<file path="config.mk">
export PLATFORM = sky130hd
export DESIGN_NAME = positional_insert_delete_array
export DESIGN_NICKNAME = d
export VERILOG_FILES = /design/src/design/pida_pkg.sv /design/src/design/pida_cell.sv /design/src/design/positional_insert_delete_array.sv
export SDC_FILE = /design/constraint.sdc
export NUM_CORES = 1
export LEC_CHECK = 0
export ABC_AREA = 1
export BUFFER_PORTS_ARGS = -buffer_cell sky130_fd_sc_hd__buf_2
export CAP_MARGIN = 20
export CELL_PAD_IN_SITES_DETAIL_PLACEMENT = 0
export CELL_PAD_IN_SITES_GLOBAL_PLACEMENT = 1
export CORE_MARGIN = 10
export CORE_UTILIZATION = 39
export DETAILED_ROUTE_END_ITERATION = 8
export GPL_TIMING_DRIVEN = 1
export PLACE_DENSITY = 0.79
export SLEW_MARGIN = 10
export SYNTH_ARGS = -nofsm -noshare
export SYNTH_HDL_FRONTEND = slang
export SYNTH_SLANG_ARGS = --single-unit
</file>
<file path="constraint.sdc">
create_clock -name clk_i -period 6.4 [get_ports clk_i]
set_clock_uncertainty 0.2 [all_clocks]
set_input_delay 1.28 -clock clk_i [delete_from_list [all_inputs] [get_ports clk_i]]
set_output_delay 1.28 -clock clk_i [all_outputs]
set_load 0.01 [all_outputs]
</file>
<file path="src/design/pida_pkg.sv">
// Shared types and constants for the positional insert/delete list.
package pida_pkg;

  // Storage word width and default list depth
  localparam int unsigned DataW    = 32;
  localparam int unsigned DepthDef = 16;

  // Command codes
  typedef enum logic [1:0] {
    CMD_INSERT = 2'd0,
    CMD_DELETE = 2'd1,
    CMD_READ   = 2'd2,
    CMD_CLEAR  = 2'd3
  } cmd_e;

  // Result status codes
  typedef enum logic [1:0] {
    ST_OK      = 2'd0,
    ST_INVALID = 2'd1,
    ST_FULL    = 2'd2
  } status_e;

  // Per-cycle shift control broadcast to every cell
  typedef struct packed {
    logic ins_en;   // shift up from the position, load new value there
    logic del_en;   // shift down into the position and above
  } cell_ctrl_t;

endpackage

</file>
<file path="src/design/pida_cell.sv">
// One storage cell of the list: holds one entry and trades it with its neighbors.
module pida_cell #(
  parameter int unsigned PosW = 5,
  parameter int unsigned Idx  = 0
) (
  input  logic                        clk_i,
  input  pida_pkg::cell_ctrl_t        ctrl_i,
  input  logic [PosW-1:0]             pos_i,
  input  logic [pida_pkg::DataW-1:0]  ins_value_i,
  input  logic [pida_pkg::DataW-1:0]  left_i,    // entry of the cell one below
  input  logic [pida_pkg::DataW-1:0]  right_i,   // entry of the cell one above
  output logic [pida_pkg::DataW-1:0]  value_o,
  output logic [pida_pkg::DataW-1:0]  rd_o       // own entry when selected, else zero
);
  import pida_pkg::*;

  localparam logic [PosW-1:0] MyIdx = PosW'(Idx);

  logic [DataW-1:0] value_q, value_d;
  logic             above, at;

  assign above = (MyIdx > pos_i);
  assign at    = (MyIdx == pos_i);

  // Next entry: take a neighbor on a shift, the new value at the insert slot
  always_comb begin
    value_d = value_q;
    if (ctrl_i.ins_en) begin
      if (at) begin
        value_d = ins_value_i;
      end else if (above) begin
        value_d = left_i;
      end
    end else if (ctrl_i.del_en) begin
      if (at || above) begin
        value_d = right_i;
      end
    end
  end

  always_ff @(posedge clk_i) begin
    value_q <= value_d;
  end

  assign value_o = value_q;
  assign rd_o    = at ? value_q : '0;

endmodule

</file>
<file path="src/design/positional_insert_delete_array.sv">
// Top level of the positional insert/delete list: control, count and cell row.
//
// Usage: present cmd_i, position_i and item_value_i with start_i high. An item
// is taken at a rising edge where start_i is high and busy_o is low; busy_o
// stays low, so a command may be issued in every cycle.
// Commands: insert at a position from 0 to count, delete at a position below
// count (returns the removed entry), read at a position below count, clear.
// Result: done_o pulses for one cycle, in the cycle after the command is taken,
// with status_o, out_value_o and entry_count_o valid in that cycle. The
// receiver cannot stall; a result not taken in its cycle is gone.
// Throughput: one command per cycle. Every cell of the row shifts in the same
// edge, so insert and delete cost no more than a read; the read path is a
// one-hot select over the DEPTH cells.
// Reset: rst_ni (asynchronous, active low) empties the list and drops done_o.
// Entry contents are not cleared; only positions below the count are read.
module positional_insert_delete_array #(
  parameter int unsigned DEPTH = pida_pkg::DepthDef,
  parameter int unsigned PosW  = $clog2(DEPTH + 1)
) (
  input  logic                        clk_i,
  input  logic                        rst_ni,
  input  logic                        start_i,
  output logic                        busy_o,
  input  logic [1:0]                  cmd_i,
  input  logic [PosW-1:0]             position_i,
  input  logic [pida_pkg::DataW-1:0]  item_value_i,
  output logic                        done_o,
  output logic [1:0]                  status_o,
  output logic [pida_pkg::DataW-1:0]  out_value_o,
  output logic [PosW-1:0]             entry_count_o
);
  import pida_pkg::*;

  localparam logic [PosW-1:0] Full = PosW'(DEPTH);

  logic             done_q, done_d;
  logic [PosW-1:0]  count_q, count_d;
  status_e          status_q, status_d;
  logic [DataW-1:0] out_value_q, out_value_d;

  cmd_e             cmd;
  logic             accept;
  logic             pos_in_list;   // position below count
  logic             pos_ins_ok;    // position at or below count
  cell_ctrl_t       ctrl;
  logic [DataW-1:0] rd_data;

  logic [DataW-1:0] cell_value [DEPTH];
  logic [DataW-1:0] cell_rd    [DEPTH];

  assign busy_o      = 1'b0;
  assign accept      = start_i && !busy_o;
  assign cmd         = cmd_e'(cmd_i);
  assign pos_in_list = (position_i < count_q);
  assign pos_ins_ok  = (position_i <= count_q);

  // Command decode: shift controls, status, returned value, new count
  always_comb begin
    ctrl        = '0;
    status_d    = ST_OK;
    out_value_d = '0;
    count_d     = count_q;
    if (accept) begin
      case (cmd)
        CMD_INSERT: begin
          if (!pos_ins_ok) begin
            status_d = ST_INVALID;
          end else if (count_q == Full) begin
            status_d = ST_FULL;
          end else begin
            ctrl.ins_en = 1'b1;
            count_d     = count_q + PosW'(1);
          end
        end
        CMD_DELETE: begin
          if (!pos_in_list) begin
            status_d = ST_INVALID;
          end else begin
            ctrl.del_en = 1'b1;
            out_value_d = rd_data;
            count_d     = count_q - PosW'(1);
          end
        end
        CMD_READ: begin
          if (!pos_in_list) begin
            status_d = ST_INVALID;
          end else begin
            out_value_d = rd_data;
          end
        end
        CMD_CLEAR: begin
          count_d = '0;
        end
        default: begin
          status_d = ST_OK;
        end
      endcase
    end
  end

  assign done_d = accept;

  // Control state
  always_ff @(posedge clk_i or negedge rst_ni) begin
    if (!rst_ni) begin
      done_q  <= 1'b0;
      count_q <= '0;
    end else begin
      done_q  <= done_d;
      count_q <= count_d;
    end
  end

  // Result payload
  always_ff @(posedge clk_i) begin
    status_q    <= status_d;
    out_value_q <= out_value_d;
  end

  // Row of cells; the ends see their own entry as the missing neighbor
  for (genvar g = 0; g < DEPTH; g++) begin : g_cell
    logic [DataW-1:0] left, right;
    if (g == 0) begin : g_first
      assign left = cell_value[g];
    end else begin : g_mid_l
      assign left = cell_value[g-1];
    end
    if (g == DEPTH - 1) begin : g_last
      assign right = cell_value[g];
    end else begin : g_mid_r
      assign right = cell_value[g+1];
    end

    pida_cell #(
      .PosW (PosW),
      .Idx  (g)
    ) u_cell (
      .clk_i       (clk_i),
      .ctrl_i      (ctrl),
      .pos_i       (position_i),
      .ins_value_i (item_value_i),
      .left_i      (left),
      .right_i     (right),
      .value_o     (cell_value[g]),
      .rd_o        (cell_rd[g])
    );
  end

  // One-hot read select: at most one cell drives a nonzero word
  always_comb begin
    rd_data = '0;
    for (int i = 0; i < DEPTH; i++) begin
      rd_data = rd_data | cell_rd[i];
    end
  end

  assign done_o        = done_q;
  assign status_o      = status_q;
  assign out_value_o   = out_value_q;
  assign entry_count_o = count_q;

endmodule
</file>
==> results of run 1 <==
[flip-flops by register name (all words and copies together), names as in the netlist]
signal,cells
status_o,2
done_o,1
g_cell.u_cell.value_o,512
out_value_o,32
entry_count_o,5
[per-stage QoR]
| step | utilization, % | cell area [um^2] |
|---|---|---|
| detailed placement | 41.2 | 33900 |
| global placement | 41.2 | 33900 |
| floorplan | - | 32400 |
| finish | 43.8 | 36000 |
| global route | 43.8 | 36000 |
| CTS | 43.8 | 36000 |
[synth_stat cells (16+ instances only)]
library cell,instances,area share [%]
nand2_1,2012,23
o21ai_0,644,9.9
edfxtp_1,512,47
nand3_1,201,3.1
nand4_1,186,3.6
inv_1,184,2.1
clkbuf_1,179,2.1
nor2_1,169,2.0
buf_2,124,1.9
dfxtp_1,34,2.1
buf_1,31,0.36
a21oi_1,16,0.25
[critical path, cell delays in order]
cell	delay (ns)
buf_4	0.42
inv_4	0.25
ha_1	0.36
nand4_1	0.12
nand2_1	0.20
nand2_8	0.36
inv_8	0.78
buf_4	0.45
o21ai_0	0.13
[final cells by class]
cell class | instances | area (um^2) | share of cell area (%)
flip-flops and latches | 552 | 16200 | 45.0
clock inverters | 28 | 244 | 0.677
inverters | 193 | 736 | 2.04
repair buffers | 170 | 1240 | 3.44
diodes | 1 | 2.50 | 0.00695
multi-input cells | 3270 | 14400 | 39.9
well taps | 1070 | 1340 | 3.72
clock buffers | 88 | 1880 | 5.22
[worst max-delay path by stage]
| stage | startpoint | endpoint | slack (ns) |
|---|---|---|---|
| 4_1_cts | position_i[0] | g_cell[9].u_cell.value_o[1] | 2.02 |
| 2_1_floorplan | position_i[0] | g_cell[0].u_cell.value_o[0] | 0.62 |
| 5_1_grt | position_i[0] | g_cell[11].u_cell.value_o[22] | 1.79 |
| 3_5_place_dp | position_i[0] | g_cell[11].u_cell.value_o[17] | 1.40 |
| 3_3_place_gp | position_i[0] | g_cell[11].u_cell.value_o[17] | 1.44 |
| 6_report | position_i[0] | g_cell[9].u_cell.value_o[23] | 1.97 |
[placed cells by master, fill, tap and decap left out, types with 34 or more instances in the layout]
| master | count |
|---|---|
| buf_2 | 80 |
| dfxtp_1 | 34 |
| nor2_1 | 164 |
| inv_1 | 184 |
| nand4_1 | 186 |
| buf_4 | 77 |
| edfxtp_1 | 512 |
| clkbuf_16 | 71 |
| nand3_1 | 194 |
| o21ai_0 | 644 |
| nand2_1 | 2009 |
[where the power goes]
group / internal [W] / switching [W]
clock network: 0.00222 / 0.00160
registers: 0.00417 / 0.000103
logic: 0.000362 / 0.00102
total: 0.00676 / 0.00273
[metal layers]
layer	vias up	global-route usage (%)	routed length (um)
li1	14203	-	-
met3	221	3.89	12700
met5	-	0	11
met1	14344	36.3	53200
met4	2	7.53	3670
met2	1630	39.2	54400
[cell families (layout without fill, tap and decap cells)]
family	after synthesis	count (layout)	share of synthesized area [%]
AOI/OAI and AO/OA	670	670	10.4
xor gates and xnor gates	4	4	0.108
adders and majority gates	14	14	0.563
buffers and inverters	533	479	6.72
DFF	552	552	50.0
other	1	2	0.0116
and+or+nand+nor	2581	2581	32.3
==> results_tabular.tex, run 1 <==
\begin{tabular}{lr}
\hline
Metric & Value \\
\hline
\multicolumn{2}{l}{\textbf{Setup path}} \\
\quad Launch point of the worst reg-to-reg path & entry\_count\_o[4] \\
\quad Cell count of the worst reg-to-reg path & 11 \\
\quad Arrival time of the worst setup path & 4.59 ns \\
\quad Worst Setup End Kind & flip-flop \\
\quad Destination of the worst register-to-register timing path & g\_cell[9].u\_cell.value\_o[23] \\
\quad Register-to-register setup slack & 2.61 ns \\
\quad Critical-path maximum fanout & 161 \\
\quad Crit path required time & 6.56 ns \\
\quad Kind of critical path & input pin to flip-flop \\
\quad Kind of launch point of the worst setup path & input pin \\
\multicolumn{2}{l}{\textbf{Floorplanning}} \\
\quad Top-level port count & 83 \\
\quad Overall die height & 308 um \\
\quad Area enclosed by the die boundary & 95100 um\^{}2 \\
\quad Core Box Area & 82200 um\^{}2 \\
\quad Std-Cell Rows & 105 \\
\quad X dimension of the die & 308 um \\
\quad Effective utilization at floorplan & 39.4\% \\
\multicolumn{2}{l}{\textbf{Timing}} \\
\quad Final Hold Vio Count & 0 \\
\quad Worst setup slack after layout & 1.97 ns \\
\quad Total of endpoints with negative setup slack in the final report & 0 \\
\quad Final worst-path cycle share & 69.2\% \\
\quad Number of slew-limit violations in the final report & 0 \\
\quad Relative max-transition margin & 27.1\% \\
\quad Setup total negative slack & 0 ns \\
\quad Transition time at the pin with the least slew margin & 1.09 ns \\
\quad Min Tclk post-route & 4.43 ns \\
\quad Maximum operating frequency & 0.226 GHz \\
\quad Final Hold Slack & 0.278 ns \\
\quad RSZ-0062 raised after global routing & no \\
\multicolumn{2}{l}{\textbf{Yosys}} \\
\quad Instance count of the mapped netlist & 4355 \\
\quad EDFF count, synth & 512 \\
\quad Count of synthesis-stage warnings from yosys & 0 \\
\quad Count of unique library cells instantiated by Yosys & 32 \\
\quad Fraction of synthesis flops using an asynchronous set or reset pin & 1.09\% \\
\quad Top\_reg\_cell synth & edfxtp\_1 \\
\quad Proportion of synthesized chip area in sequential cells & 50.0\% \\
\quad Syn\_area\_per\_cell & 7.45 um\^{}2 \\
\quad Syn Std Cell Area & 32400 um\^{}2 \\
\quad Mapped Nets & 4411 \\
\quad \#FFs+latches synth & 552 \\
\multicolumn{2}{l}{\textbf{Placement}} \\
\quad Port Buffers & 81 \\
\quad HPWL after detailed placement & 73.4 mm \\
\quad Cell count after placement & 5255 \\
\quad Gp weighted congestion & 0.825 \\
\quad Post-place setup slack & 1.40 ns \\
\multicolumn{2}{l}{\textbf{Layout}} \\
\quad Post-Layout Cell Count & 5372 \\
\quad Fill cell instance count of the final layout & 8387 \\
\quad Area growth from synthesis to final layout & 11.1\% \\
\quad Layout Nets & 4310 \\
\quad Proportion of layout cells with a drive suffix above 1 & 7.25\% \\
\multicolumn{2}{l}{\textbf{GRT}} \\
\quad Maximum number of pins on one net before global-route repair & 224 \\
\quad Number of antenna violations at the first check in global routing & 3 \\
\quad Number of global-route vias before repair & 27672 \\
\quad First-pass GRT wire length & 183 mm \\
\quad Total congestion overflow after global routing & 0 \\
\quad All-layer global routing usage & 25.4\% \\
\multicolumn{2}{l}{\textbf{Power}} \\
\quad Cell Pwr Density & 263 nW/um\^{}2 \\
\quad P\_leak & 15.7 nW \\
\quad PnR Total Power & 0.00948 W \\
\quad Worst supply voltage drop on vdd & 0.000178 V \\
\multicolumn{2}{l}{\textbf{Routing}} \\
\quad Remaining design rule violation count & 0 \\
\quad Average routed wire per standard cell & 23.1 um \\
\quad DRT Pass-1 Iters & 6 \\
\quad Routed vias & 30400 \\
\quad Post-route antenna net violation count & 0 \\
\quad Number of violations reported at the end of detailed-routing iteration 0 & 3852 \\
\quad Total Routed Length & 124 mm \\
\quad Via count normalized by instance count & 5.66 \\
\multicolumn{2}{l}{\textbf{Status}} \\
\quad Result of the run & complete, no violations \\
\multicolumn{2}{l}{\textbf{CTS}} \\
\quad Number of setup buffers added after CTS & 0 \\
\quad Number of H-tree levels & 3 \\
\quad Gates resized, CTS repair & 0 \\
\quad Reg clk slew, reported paths & 0.06 ns \\
\quad Clock sink count & 552 \\
\quad Largest buffer count on any clock path & 3 \\
\quad Clock insertion delay at the later pin of the skew report & 0.62 ns \\
\quad Root cell of the clock tree & clkbuf\_16 \\
\quad Hold Buf Count CTS & 0 \\
\quad Inserted Clock Buffers & 67 \\
\quad TritonCTS clock tree & done \\
\multicolumn{2}{l}{\textbf{Worst hold path}} \\
\quad Worst min-delay path class & input pin to async pin \\
\multicolumn{2}{l}{\textbf{Job}} \\
\quad Count of maximum capacitance violations & 0 \\
\hline
\end{tabular}
Note: power is estimated with default switching activity, not from simulation.
==> run 2, diff against run 1 <==
--- a/config.mk
+++ b/config.mk
@@ -5,7 +5,7 @@
 export SDC_FILE = /design/constraint.sdc
 export NUM_CORES = 1
 export LEC_CHECK = 0
-export ABC_AREA = 1
+export ABC_AREA = 0
 export BUFFER_PORTS_ARGS = -buffer_cell sky130_fd_sc_hd__buf_2
 export CAP_MARGIN = 20
 export CELL_PAD_IN_SITES_DETAIL_PLACEMENT = 0
@@ -14,7 +14,7 @@
 export CORE_UTILIZATION = 39
 export DETAILED_ROUTE_END_ITERATION = 8
 export GPL_TIMING_DRIVEN = 1
-export PLACE_DENSITY = 0.79
+export PLACE_DENSITY = 0.78
 export SLEW_MARGIN = 10
 export SYNTH_ARGS = -nofsm -noshare
 export SYNTH_HDL_FRONTEND = slang
==> constraint.sdc (replaced) <==
create_clock -name clk_i -period 3.6 [get_ports clk_i]
set_clock_uncertainty 0.2 [all_clocks]
set_input_delay 0.72 -clock clk_i [delete_from_list [all_inputs] [get_ports clk_i]]
set_output_delay 0.72 -clock clk_i [all_outputs]
set_load 0.01 [all_outputs]
==> run 2 against run 1 <==
Via count down 2.8%. Worst hold slack worse by 0.23 ns. Largest cell class unchanged. First-iteration DRC count up 22%.
==> results_tabular.tex, run 2 <==
\begin{tabular}{lr}
\hline
Metric & Value \\
\hline
\multicolumn{2}{l}{\textbf{Setup path}} \\
\quad Critical-path maximum fanout & 113 (was 161) \\
\quad Register-to-register setup slack & 0.48 ns (was 2.61 ns) \\
\quad Destination of the worst register-to-register timing path & g\_cell[10].u\_cell.value\_o[16] (was g\_cell[9].u\_cell.value\_o[23]) \\
\quad Kind of critical path & flip-flop to flip-flop (was input pin to flip-flop) \\
\quad Worst Setup End Kind & flip-flop (unchanged) \\
\quad Crit path required time & 3.86 ns (was 6.56 ns) \\
\quad Cell count of the worst reg-to-reg path & 9 (was 11) \\
\quad Launch point of the worst reg-to-reg path & entry\_count\_o[1] (was entry\_count\_o[4]) \\
\quad Kind of launch point of the worst setup path & flip-flop (was input pin) \\
\quad Arrival time of the worst setup path & 3.38 ns (was 4.59 ns) \\
\quad Launch point of the worst path & entry\_count\_o[1] (was position\_i[0]) \\
\multicolumn{2}{l}{\textbf{CTS}} \\
\quad TritonCTS clock tree & done (unchanged) \\
\quad Number of setup buffers added after CTS & 0 (unchanged) \\
\quad Number of H-tree levels & 3 (unchanged) \\
\quad Gates resized, CTS repair & 0 (unchanged) \\
\quad Inserted Clock Buffers & 68 (was 67) \\
\quad Reg clk slew, reported paths & 0.06 ns (about the same) \\
\quad Clock sink count & 552 (unchanged) \\
\quad Root cell of the clock tree & clkbuf\_16 (unchanged) \\
\quad Clock insertion delay at the later pin of the skew report & 0.65 ns (was 0.62 ns) \\
\quad Largest buffer count on any clock path & 3 (unchanged) \\
\multicolumn{2}{l}{\textbf{Yosys}} \\
\quad Top\_reg\_cell synth & edfxtp\_1 (unchanged) \\
\quad Ranking of synthesized cells by instance count & a31oi\_1, nand2\_1, edfxtp\_1 (was nand2\_1, o21ai\_0, edfxtp\_1) \\
\quad Instance count of the mapped netlist & 3184 (was 4355) \\
\quad Top-count cell post-synth & a31oi\_1 (was nand2\_1) \\
\quad \#FFs+latches synth & 552 (unchanged) \\
\quad Largest area contributor in the netlist & edfxtp\_1 (unchanged) \\
\quad Count of synthesis-stage warnings from yosys & 0 (unchanged) \\
\quad Count of unique library cells instantiated by Yosys & 49 (was 32) \\
\quad EDFF count, synth & 512 (unchanged) \\
\quad Top post-synthesis cells by area & edfxtp\_1, a31oi\_1, nand2\_1 (was edfxtp\_1, nand2\_1, o21ai\_0) \\
\quad Synth top area share & 49.3\% (was 47.4\%) \\
\quad Fraction of synthesis flops using an asynchronous set or reset pin & 1.09\% (unchanged) \\
\quad Syn\_area\_per\_cell & 9.80 um\^{}2 (was 7.45 um\^{}2) \\
\quad Syn Std Cell Area & 31200 um\^{}2 (was 32400 um\^{}2) \\
\quad Mapped Nets & 3240 (was 4411) \\
\quad Proportion of synthesized chip area in sequential cells & 51.9\% (was 50.0\%) \\
\multicolumn{2}{l}{\textbf{Floorplanning}} \\
\quad Std-Cell Rows & 103 (was 105) \\
\quad Area enclosed by the die boundary & 91700 um\^{}2 (was 95100 um\^{}2) \\
\quad X dimension of the die & 303 um (was 308 um) \\
\quad Overall die height & 303 um (was 308 um) \\
\quad Core Box Area & 79100 um\^{}2 (was 82200 um\^{}2) \\
\quad Top-level port count & 83 (unchanged) \\
\quad Effective utilization at floorplan & 39.4\% (about the same) \\
\multicolumn{2}{l}{\textbf{Routing}} \\
\quad DRT Pass-1 Iters & 7 (was 6) \\
\quad Post-route antenna net violation count & 0 (unchanged) \\
\quad Routed vias & 29551 (was 30400) \\
\quad Remaining design rule violation count & 0 (unchanged) \\
\quad Via count normalized by instance count & 6.97 (was 5.66) \\
\quad Number of violations reported at the end of detailed-routing iteration 0 & 4714 (was 3852) \\
\quad Average routed wire per standard cell & 30.5 um (was 23.1 um) \\
\quad Total Routed Length & 129 mm (was 124 mm) \\
\multicolumn{2}{l}{\textbf{Worst hold path}} \\
\quad Destination of the worst hold path & done\_o \\
\quad Worst min-delay path class & input pin to flip-flop (was input pin to async pin) \\
\quad Hold Path Cell Cnt & 1 \\
\quad Hold path start & start\_i \\
\multicolumn{2}{l}{\textbf{Layout}} \\
\quad Layout Nets & 3187 (was 4310) \\
\quad Commonest cells after routing, fill and taps aside & a31oi\_1, nand2\_1, edfxtp\_1 (was nand2\_1, o21ai\_0, edfxtp\_1) \\
\quad Final design area excluding fillers & 36000 um\^{}2 (about the same) \\
\quad Max FFs per register & 512 (unchanged) \\
\quad Area growth from synthesis to final layout & 15.5\% (was 11.1\%) \\
\quad Most common library cell in the layout ignoring fill and taps & a31oi\_1 (was nand2\_1) \\
\quad Share of the core filled with cells & 45.5\% (was 43.8\%) \\
\quad Proportion of layout cells with a drive suffix above 1 & 17.2\% (was 7.25\%) \\
\multicolumn{2}{l}{\textbf{Power}} \\
\quad P\_leak & 12.0 nW (was 15.7 nW) \\
\quad Cell Pwr Density & 525 nW/um\^{}2 (was 263 nW/um\^{}2) \\
\quad Worst supply voltage drop on vdd & 0.000361 V (was 0.000178 V) \\
\multicolumn{2}{l}{\textbf{Job}} \\
\quad Count of maximum capacitance violations & 0 (unchanged) \\
\multicolumn{2}{l}{\textbf{GRT}} \\
\quad Total congestion overflow after global routing & 0 (unchanged) \\
\quad First-pass GRT wire length & 189 mm (was 183 mm) \\
\quad Maximum number of pins on one net before global-route repair & 135 (was 224) \\
\quad All-layer global routing usage & 27.1\% (was 25.4\%) \\
\quad Number of global-route vias before repair & 27759 (was 27672) \\
\quad Number of antenna violations at the first check in global routing & 8 (was 3) \\
\multicolumn{2}{l}{\textbf{Timing}} \\
\quad Relative max-transition margin & 45.8\% (was 27.1\%) \\
\quad Final worst-path cycle share & 86.7\% \\
\quad Number of slew-limit violations in the final report & 0 (unchanged) \\
\quad Min Tclk post-route & 3.12 ns \\
\quad Maximum operating frequency & 0.320 GHz \\
\quad Total of endpoints with negative setup slack in the final report & 0 (unchanged) \\
\quad Transition time at the pin with the least slew margin & 0.813 ns (was 1.09 ns) \\
\quad RSZ-0062 raised after global routing & no (unchanged) \\
\quad Final Hold Vio Count & 0 (unchanged) \\
\multicolumn{2}{l}{\textbf{Status}} \\
\quad Result of the run & complete, no violations (unchanged) \\
\multicolumn{2}{l}{\textbf{Placement}} \\
\quad HPWL after detailed placement & 71.8 mm (was 73.4 mm) \\
\quad Placed standard-cell area & 33800 um\^{}2 (was 33900 um\^{}2) \\
\quad Port Buffers & 81 (unchanged) \\
\quad Gp weighted congestion & 0.830 (was 0.825) \\
\hline
\end{tabular}
-- run 2: cell types whose count changed after synthesis, sizes merged, moves of 14 or more --
cell,previous run,this run
a221oi,0,64
o21ai,650,6
clkbuf,179,227
and2,0,14
a31oi,0,864
nand3,202,7
a22oi,0,124
mux2,0,129
nor2,176,12
nand2,2013,849
inv,193,9
a22o,0,66
nand4,186,1
and4,0,32
-- run 2: final cells by class --
cell class	count	area (um^2)
tap	1050	1310
clock buffer	93	1870
clock inverter	33	388
antenna	3	7.51
timing repair buffer	260	2730
fill	7413	43100
multi-input combinational	2240	13500
sequential	552	16200
inverter	9	33.8
-- run 2: worst max-delay path by stage --
stage,end,slack [ns],cells after the start
floorplan,g_cell[6].u_cell.value_o[0],-0.22,8
global placement,g_cell[10].u_cell.value_o[16],0.28,9
detailed placement,g_cell[10].u_cell.value_o[16],0.29,9
CTS,g_cell[5].u_cell.value_o[0],0.58,9
global route,g_cell[4].u_cell.value_o[16],0.34,9
finish,g_cell[10].u_cell.value_o[16],0.48,9
-- run 2: timing repair --
action	in CTS	in global routing
hold endpoints to repair	6	0
hold buffers	1	0
endpoints found under the setup margin	0	0
-- run 2: power by group --
part / switching, W / internal, W / total, W
Sequential: 0.000212 / 0.00741 / 0.00762
Clock: 0.00301 / 0.00412 / 0.00713
Combinational: 0.00306 / 0.00111 / 0.00417
Total: 0.00628 / 0.0126 / 0.0189
-- run 2: cell families (layout without fill, tap and decap cells) --
group	count (synthesis)	count (layout)	synth area share (%)
XOR/XNOR	3	3	0.0842
multiplexers	129	129	4.66
flip-flops	552	552	51.9
AND/OR/NAND/NOR	948	948	12.5
other	1	4	0.0120
adder cells (fa/ha/maj)	14	14	0.585
AO/OA/AOI/OAI	1145	1145	24.5
buffers and inverters	392	395	5.73
-- run 2: metrics by stage --
stage | total power (W) | cells | hold slack [ns] | setup WS (ns) | setup TNS [ns]
after global placement | 0.0117 | 4110 | 0.345 | 0.283 | 0
after floorplan | 0.0103 | 3184 | 0.224 | -0.220 | -25.41
after detailed placement | 0.0118 | 4110 | 0.352 | 0.285 | 0
after CTS | 0.0188 | 4237 | 0.0466 | 0.578 | 0
final | 0.0189 | 4240 | 0.0511 | 0.477 | 0
after global routing | 0.0194 | 4240 | 0.0555 | 0.335 | 0
-- run 2: metal layers --
layer / GRT usage, % / up-vias / share of wire (%)
li1: - / 12272 / -
met4: 13.3 / 6 / 5.3
met5: 0 / - / 0.037
met1: 36.7 / 14314 / 38
met3: 6.23 / 446 / 13
met2: 40.3 / 2513 / 44
-- run 2: critical path, cell delays in order (launching register included) --
cell and delay [ns]:
dfrtp_1 0.46, inv_1 0.12, ha_1 0.32, nor2b_1 0.14, o21a_1 0.23, o21ai_4 0.20
buf_12 0.29, buf_12 0.48, a31oi_1 0.15, a31oi_1 0.23
